===== src/design/stb_pkg.sv =====
// ----------------------------------------------------------------------------
// Scrollback text buffer package
// Field widths, codes and channel payload types.
// ----------------------------------------------------------------------------
package stb_pkg;

    localparam int FUNC_W    = 2;
    localparam int CHAR_W    = 8;
    localparam int DIR_W     = 2;
    localparam int ROW_W     = 4;
    localparam int COL_W     = 5;
    localparam int FILL_W    = 10;
    localparam int SCROLL_W  = 5;
    localparam int CFG_W     = 10;
    localparam int CFG_IDX_W = 1;
    // wide enough for any screen geometry value
    localparam int GEOM_W    = 7;

    localparam int KEEP_LENGTH_RESET = 500;
    localparam int DROP_STEP_RESET   = 20;

    typedef enum logic [FUNC_W-1:0] {
        FUNC_RX_BYTE   = 2'd0,
        FUNC_JOYSTICK  = 2'd1,
        FUNC_CELL_READ = 2'd2
    } func_e;

    typedef enum logic [DIR_W-1:0] {
        DIR_IDLE  = 2'd0,
        DIR_NORTH = 2'd1,
        DIR_SOUTH = 2'd2,
        DIR_OTHER = 2'd3
    } dir_e;

    typedef enum logic [CFG_IDX_W-1:0] {
        CFG_KEEP_LENGTH = 1'b0,
        CFG_DROP_STEP   = 1'b1
    } cfg_reg_e;

    typedef struct packed {
        logic [FUNC_W-1:0] func;
        logic [CHAR_W-1:0] rx_byte;
        logic [DIR_W-1:0]  direction;
        logic [ROW_W-1:0]  screen_row;
        logic [COL_W-1:0]  screen_col;
    } stb_cmd_t;

    typedef struct packed {
        logic [CHAR_W-1:0]   cell_char;
        logic                row_shown;
        logic [FILL_W-1:0]   fill_length;
        logic [SCROLL_W-1:0] scroll_lines;
    } stb_rsp_t;

    typedef struct packed {
        logic [CFG_IDX_W-1:0] addr;
        logic [CFG_W-1:0]     wdata;
    } stb_cfg_t;

endpackage


===== src/design/stb_cfg.sv =====
// ----------------------------------------------------------------------------
// Scrollback text buffer configuration
// Holds keep length (saturated) and drop step (reduced modulo the store size).
// ----------------------------------------------------------------------------
module stb_cfg #(
    parameter int BUFFER_BYTES = 520,
    parameter int LW           = 10
) (
    input  logic                          clk,
    input  logic                          rst_n,
    input  logic                          wr,
    input  logic [stb_pkg::CFG_IDX_W-1:0] wr_addr,
    input  logic [stb_pkg::CFG_W-1:0]     wr_data,
    output logic [LW-1:0]                 keep_len,
    output logic [LW-1:0]                 drop_mod,
    output logic                          busy
);

    localparam int DW = (stb_pkg::CFG_W > LW) ? stb_pkg::CFG_W : LW;
    localparam int KEEP_RST = (stb_pkg::KEEP_LENGTH_RESET > BUFFER_BYTES - 1)
                            ? BUFFER_BYTES - 1 : stb_pkg::KEEP_LENGTH_RESET;
    localparam int DROP_RST = stb_pkg::DROP_STEP_RESET % BUFFER_BYTES;

    logic [LW-1:0] keep_reg;
    logic [LW-1:0] keep_next;
    logic [DW-1:0] drop_reg;
    logic [DW-1:0] drop_next;
    logic          busy_reg;
    logic          busy_next;
    logic [DW:0]   wdata_ext;
    logic          wdata_big;
    logic          drop_big;

    assign wdata_ext = (DW+1)'(wr_data);
    assign wdata_big = wdata_ext > (DW+1)'(BUFFER_BYTES - 1);
    assign drop_big  = {1'b0, drop_reg} >= (DW+1)'(BUFFER_BYTES);

    always_comb
    begin
        keep_next = keep_reg;
        drop_next = drop_reg;
        busy_next = busy_reg;
        // reduce the drop step one store length a cycle
        if (busy_reg)
        begin
            if (drop_big)
            begin
                drop_next = DW'({1'b0, drop_reg} - (DW+1)'(BUFFER_BYTES));
            end
            else
            begin
                busy_next = 1'b0;
            end
        end
        if (wr)
        begin
            case (stb_pkg::cfg_reg_e'(wr_addr))
                stb_pkg::CFG_KEEP_LENGTH:
                begin
                    keep_next = wdata_big ? LW'(BUFFER_BYTES - 1) : LW'(wdata_ext);
                end
                stb_pkg::CFG_DROP_STEP:
                begin
                    drop_next = DW'(wdata_ext);
                    busy_next = 1'b1;
                end
                default:
                begin
                end
            endcase
        end
    end

    always_ff @(posedge clk or negedge rst_n)
    begin
        if (!rst_n)
        begin
            keep_reg <= LW'(KEEP_RST);
            drop_reg <= DW'(DROP_RST);
            busy_reg <= 1'b0;
        end
        else
        begin
            keep_reg <= keep_next;
            drop_reg <= drop_next;
            busy_reg <= busy_next;
        end
    end

    assign keep_len = keep_reg;
    assign drop_mod = LW'(drop_reg);
    assign busy     = busy_reg;

endmodule


===== config.mk =====
export PLATFORM = sky130hd
export DESIGN_NAME = stb_cfg
export DESIGN_NICKNAME = d
export VERILOG_FILES = /design/src/design/stb_pkg.sv /design/src/design/stb_cfg.sv
export SDC_FILE = /design/constraint.sdc
export NUM_CORES = 1
export LEC_CHECK = 0
export BUFFER_PORTS_ARGS = -buffer_cell sky130_fd_sc_hd__buf_2
export CAP_MARGIN = 20
export CORE_ASPECT_RATIO = 1.4
export CORE_MARGIN = 5
export CORE_UTILIZATION = 51
export DETAILED_ROUTE_END_ITERATION = 10
export PLACE_DENSITY = 0.88
export SYNTH_ARGS = -nofsm -noshare
export SYNTH_HDL_FRONTEND = slang
export SYNTH_SLANG_ARGS = --single-unit

===== constraint.sdc =====
create_clock -name clk -period 4.2 [get_ports clk]
set_input_delay 0.42 -clock clk [delete_from_list [all_inputs] [get_ports clk]]
set_output_delay 0.42 -clock clk [all_outputs]
set_load 0.01 [all_outputs]

## Yosys cells after proc, flatten, opt, wreduce, memory -nomap -nowiden

Cells that the tools add are included.

| word-level totals | value |
|---|---|
| logic and storage cells | 17 |
| flip-flop bits (word level) | 21 |
| bits of input ports | 14 |
| output and inout bits | 21 |

| operators by class | value |
|---|---|
| multiplexer cells | 9 |
| bitwise gates (word level) | 1 |
| $lt $le $gt $ge | 2 |
| reductions and logical operators | 1 |
| add/subtract/negate cells | 1 |

Operators with widths:

| kind | number |
|---|---|
| two-way mux 10 bit | 5 |
| >= comparator 10 bit, second input constant | 1 |
| > comparator 10 bit, second input constant | 1 |
| subtractor 10 bit, second input constant | 1 |
| two-way mux 1 bit | 4 |
| AND reduction 2 bit | 1 |
| NOT 1 bit | 1 |

## Depth between registers and ports, before layout

| depth | value |
|---|---|
| depth in word-level cells | 5 |
| mapped depth | 5 |
| mapped depth without buffers | 5 |

## Least setup slack after synthesis

OpenSTA, ideal clock, no wires.

| timing | value |
|---|---|
| kind | register to register |
| start point | reg drop_reg[3] (netlist: drop_mod[3]) |
| end point | reg drop_reg[7] (netlist: drop_mod[7]) |
| path buffers | 0 |
| setup time | 0.082 ns |
| clock period less this slack | 1.497 ns |
| slack | 2.703 ns |
| data arrival time | 1.416 ns |
| required time | 4.118 ns |
| cell stages (with the launch flop) | 6 |
| cell sequence | dfrtp_1 > inv_1 > ha_1 > nand3_1 > or4_1 > a31oi_1 |

| between the ends | value |
|---|---|
| word-level cells in the longest chain between the ends | 5 |
| elaborated cells on any way between the ends | 6 |
| classes of those cells | add/sub (1); order compare (1); mux (4) |

Ends and longest elaborated chain:

| what | line | source |
|---|---|---|
| from (decl) | stb_cfg.sv:26 | `logic [DW-1:0] drop_reg;` |
| from (signal assigned) | stb_cfg.sv:79 | `drop_reg <= DW'(DROP_RST);` |
| from (signal assigned) | stb_cfg.sv:85 | `drop_reg <= drop_next;` |
| subtractor 10 bit / >= comparator 10 bit (equally long branches) | stb_cfg.sv:48, stb_cfg.sv:36 |  |
| two-way mux 10 bit (*) | stb_cfg.sv:46 | `if (drop_big)` |
| two-way mux 10 bit (*) | stb_cfg.sv:44 | `if (busy_reg)` |
| two-way mux 10 bit | stb_cfg.sv:57 | `case (stb_pkg::cfg_reg_e'(wr_addr))` |
| two-way mux 10 bit (*) | stb_cfg.sv:55 | `if (wr)` |
| net drop_next[7] | stb_cfg.sv:27 | `logic [DW-1:0] drop_next;` |

The timed path passes the listed nets; every way through them passes the cells marked *.
A chain may end at the register's enable or synchronous reset.

## Final worst setup path

Ends and elaborated chain as after synthesis.

==> out/qor.csv <==
stage,metric,value,unit
yosys,syn_area,995,um^2
finish,final_cells,159,
worst_setup_path,crit_path_end_kind,flop,
clock_network,post-cts-setup-buffers,0,
finish,n_antenna_cell,0,
clock_network,cts_hold_buf,0,
grt,grt_pass1_vias,903,
detailed_routing,first_pass_iters,4,
clock_network,cts_buffers,3,
detailed_routing,routed_wl,2330,um
detailed_routing,drcViolationCount,0,
clock_network,clock-root-buffer,clkbuf_4,
grt,grt_max_degree,22,
power,ir_drop,0.195,mV
floorplan,ios,35,
worst_setup_path,r2r-start,drop_mod[3],
grt,grtUsageTotal,0.181,
worst_setup_path,setup.worst_path.class,reg2reg,
yosys,synthTopCellsByArea,"dfrtp_1 (33%), dfstp_2 (21%), nand2_1 (5.7%)",
detailed_routing,wl_per_cell,14.7,um
sta,drv_slew,0,
finish,final_common_cell,buf_2,
yosys,ys_warn_count,0,
yosys,synth_cell_types,30,
worst_setup_path,timing.rr.end,drop_mod[7],
floorplan,start_util,0.517,
power,p_per_area,382,mW/mm^2
min_path,min-delay-path-class,in2async,
clock_network,cts_buffer_depth,2,
yosys,synth_top_area_frac,0.327,
floorplan,die_h,62.3,um
floorplan,row_count,19,
yosys,avgSynthCellArea,9.75,um^2
detailed_routing,drt_iter0_markers,32,
yosys,async_flop_share,1.00,
worst_setup_path,critPathLaunchType,flop,
yosys,synth_edf_count,0,
detailed_routing,ant_nets,0,
sta,fmax,626,MHz
yosys,ys_ff_latch,21,
worst_setup_path,crit_required,4.44,ns
floorplan,die-area,0.00295,mm^2
finish,drive_gt1_frac,0.370,
power,cellLeakagePower,0.549,nW
sta,period_share,0.381,
sta,worstMarginPinSlew,0.516,ns
clock_network,cts_tree,built,
sta,fin_setup_tns,0,ns
yosys,synth_cells,102,
placed_design,dpl.hpwl,1820,um
clock_network,clk_transition_reported_paths,0.12,ns
worst_setup_path,crit_fanout,7,
sta,setup-violations-final,0,
worst_setup_path,worstPathArrival,1.83,ns
finish,final_nets,154,
worst_setup_path,r2r_cells,5,
grt,grt_pass1_wl,4010,um
worst_setup_path,crit_path_end,drop_mod[7],
floorplan,core-area,0.00193,mm^2
yosys,ys.flop_type,dfrtp_1,
sta,final-hold-violation-count,0,
flow_run,cap_violations,0,
finish,area_growth,21.8,%
clock_network,cts-resized-gates,0,
sta,rsz0062_at_grt,false,
detailed_routing,via_per_inst,5.58,
placed_design,io_buffers,34,
grt,gr-total-overflow,0,
grt,antenna_found_initial,0,
yosys,synth_nets,117,
run_status,outcome,"finished, final reports clean",
finish,layout_common_cells,"buf_2 (34), nand2_1 (15), dfrtp_1 (13)",
yosys,synth_top_area_cell,dfrtp_1,
placed_design,routabilityCongestion,0.766,
floorplan,die_w,47.3,um
detailed_routing,via_count,888,
sta,min_period,1.60,ns
worst_setup_path,rrSetupSlack,2.60,ns
yosys,ys_seq_area_frac,0.538,
clock_network,clock_sinks,21,
placed_design,dp_cells,155,
sta,finClkSkew,0.000464,ns
sta,slew_headroom,0.653,
worst_setup_path,crit_start,drop_mod[3],
clock_network,ctsHtreeMaxLevel,1,
clock_network,clock_latency,0.30,ns
[per-stage QoR]
stage / power (mW) / area [um^2] / setup slack, ns / hold slack (ns) / util
floorplan: 0.318 / 995 / 2.70 / 0.124 / -
global placement: 0.365 / 1180 / 2.57 / 0.384 / 0.615
detailed placement: 0.370 / 1180 / 2.49 / 0.396 / 0.615
CTS: 0.465 / 1210 / 2.60 / 0.0619 / 0.629
global route: 0.493 / 1210 / 2.48 / 0.0747 / 0.629
finish: 0.462 / 1210 / 2.60 / 0.0394 / 0.629
[kinds of logic after synthesis]
family	share of synthesized area
buf+inv	0.0151
flops	0.538
mux	0.0340
simple gates	0.223
compound gates	0.177
fa+ha+maj	0.0126
[cell type report]
type | instances | area, um^2
fill | 174 | 714
sequential | 21 | 536
multi-input combinational | 77 | 444
timing repair buffer | 34 | 170
tap | 21 | 26.3
clock buffer | 3 | 22.5
inverter | 2 | 7.51
clock inverter | 1 | 5.00
[where the power goes]
| group | leakage [nW] | total, mW | internal [mW] | switching, mW |
|---|---|---|---|---|
| clock | 0.0177 | 0.0971 | 0.0355 | 0.0616 |
| sequential | 0.235 | 0.259 | 0.235 | 0.0246 |
| combinational | 0.296 | 0.106 | 0.0476 | 0.0587 |
[critical path: stages, from the launching register on]
cell	delay, ns
dfrtp_1	0.46
inv_1	0.11
ha_1	0.17
nand3_1	0.14
or4_1	0.49
a31oi_1	0.17
[worst min-delay path by stage]
stage,slack (ns),startpoint,endpoint
floorplan,0.12,rst_n,busy
global placement,0.38,rst_n,busy
detailed placement,0.40,rst_n,drop_mod[7]
CTS,0.06,rst_n,busy
global route,0.07,rst_n,busy
finish,0.04,rst_n,drop_mod[7]
[Yosys cell counts (2+ instances only)]
cell type and n:
mux2_2 3, inv_1 2, nor3_1 2, nand2b_1 7
o21bai_1 2, nor2_1 10, o31ai_1 2, a21oi_1 8
clkbuf_1 2, o21ai_0 8, dfstp_2 8, dfrtp_1 13
a31oi_1 2, or4_1 3, nand2_1 15
[routing by layer]
metal  vias to the layer above  wire length, um  track usage
met4                         0               61       0.0657
met3                         9              129       0.0289
li1                        435                -            -
met1                       415              935        0.232
met2                        29             1210        0.294
met5                         -                0            0
(Power assumes the default switching activity.)
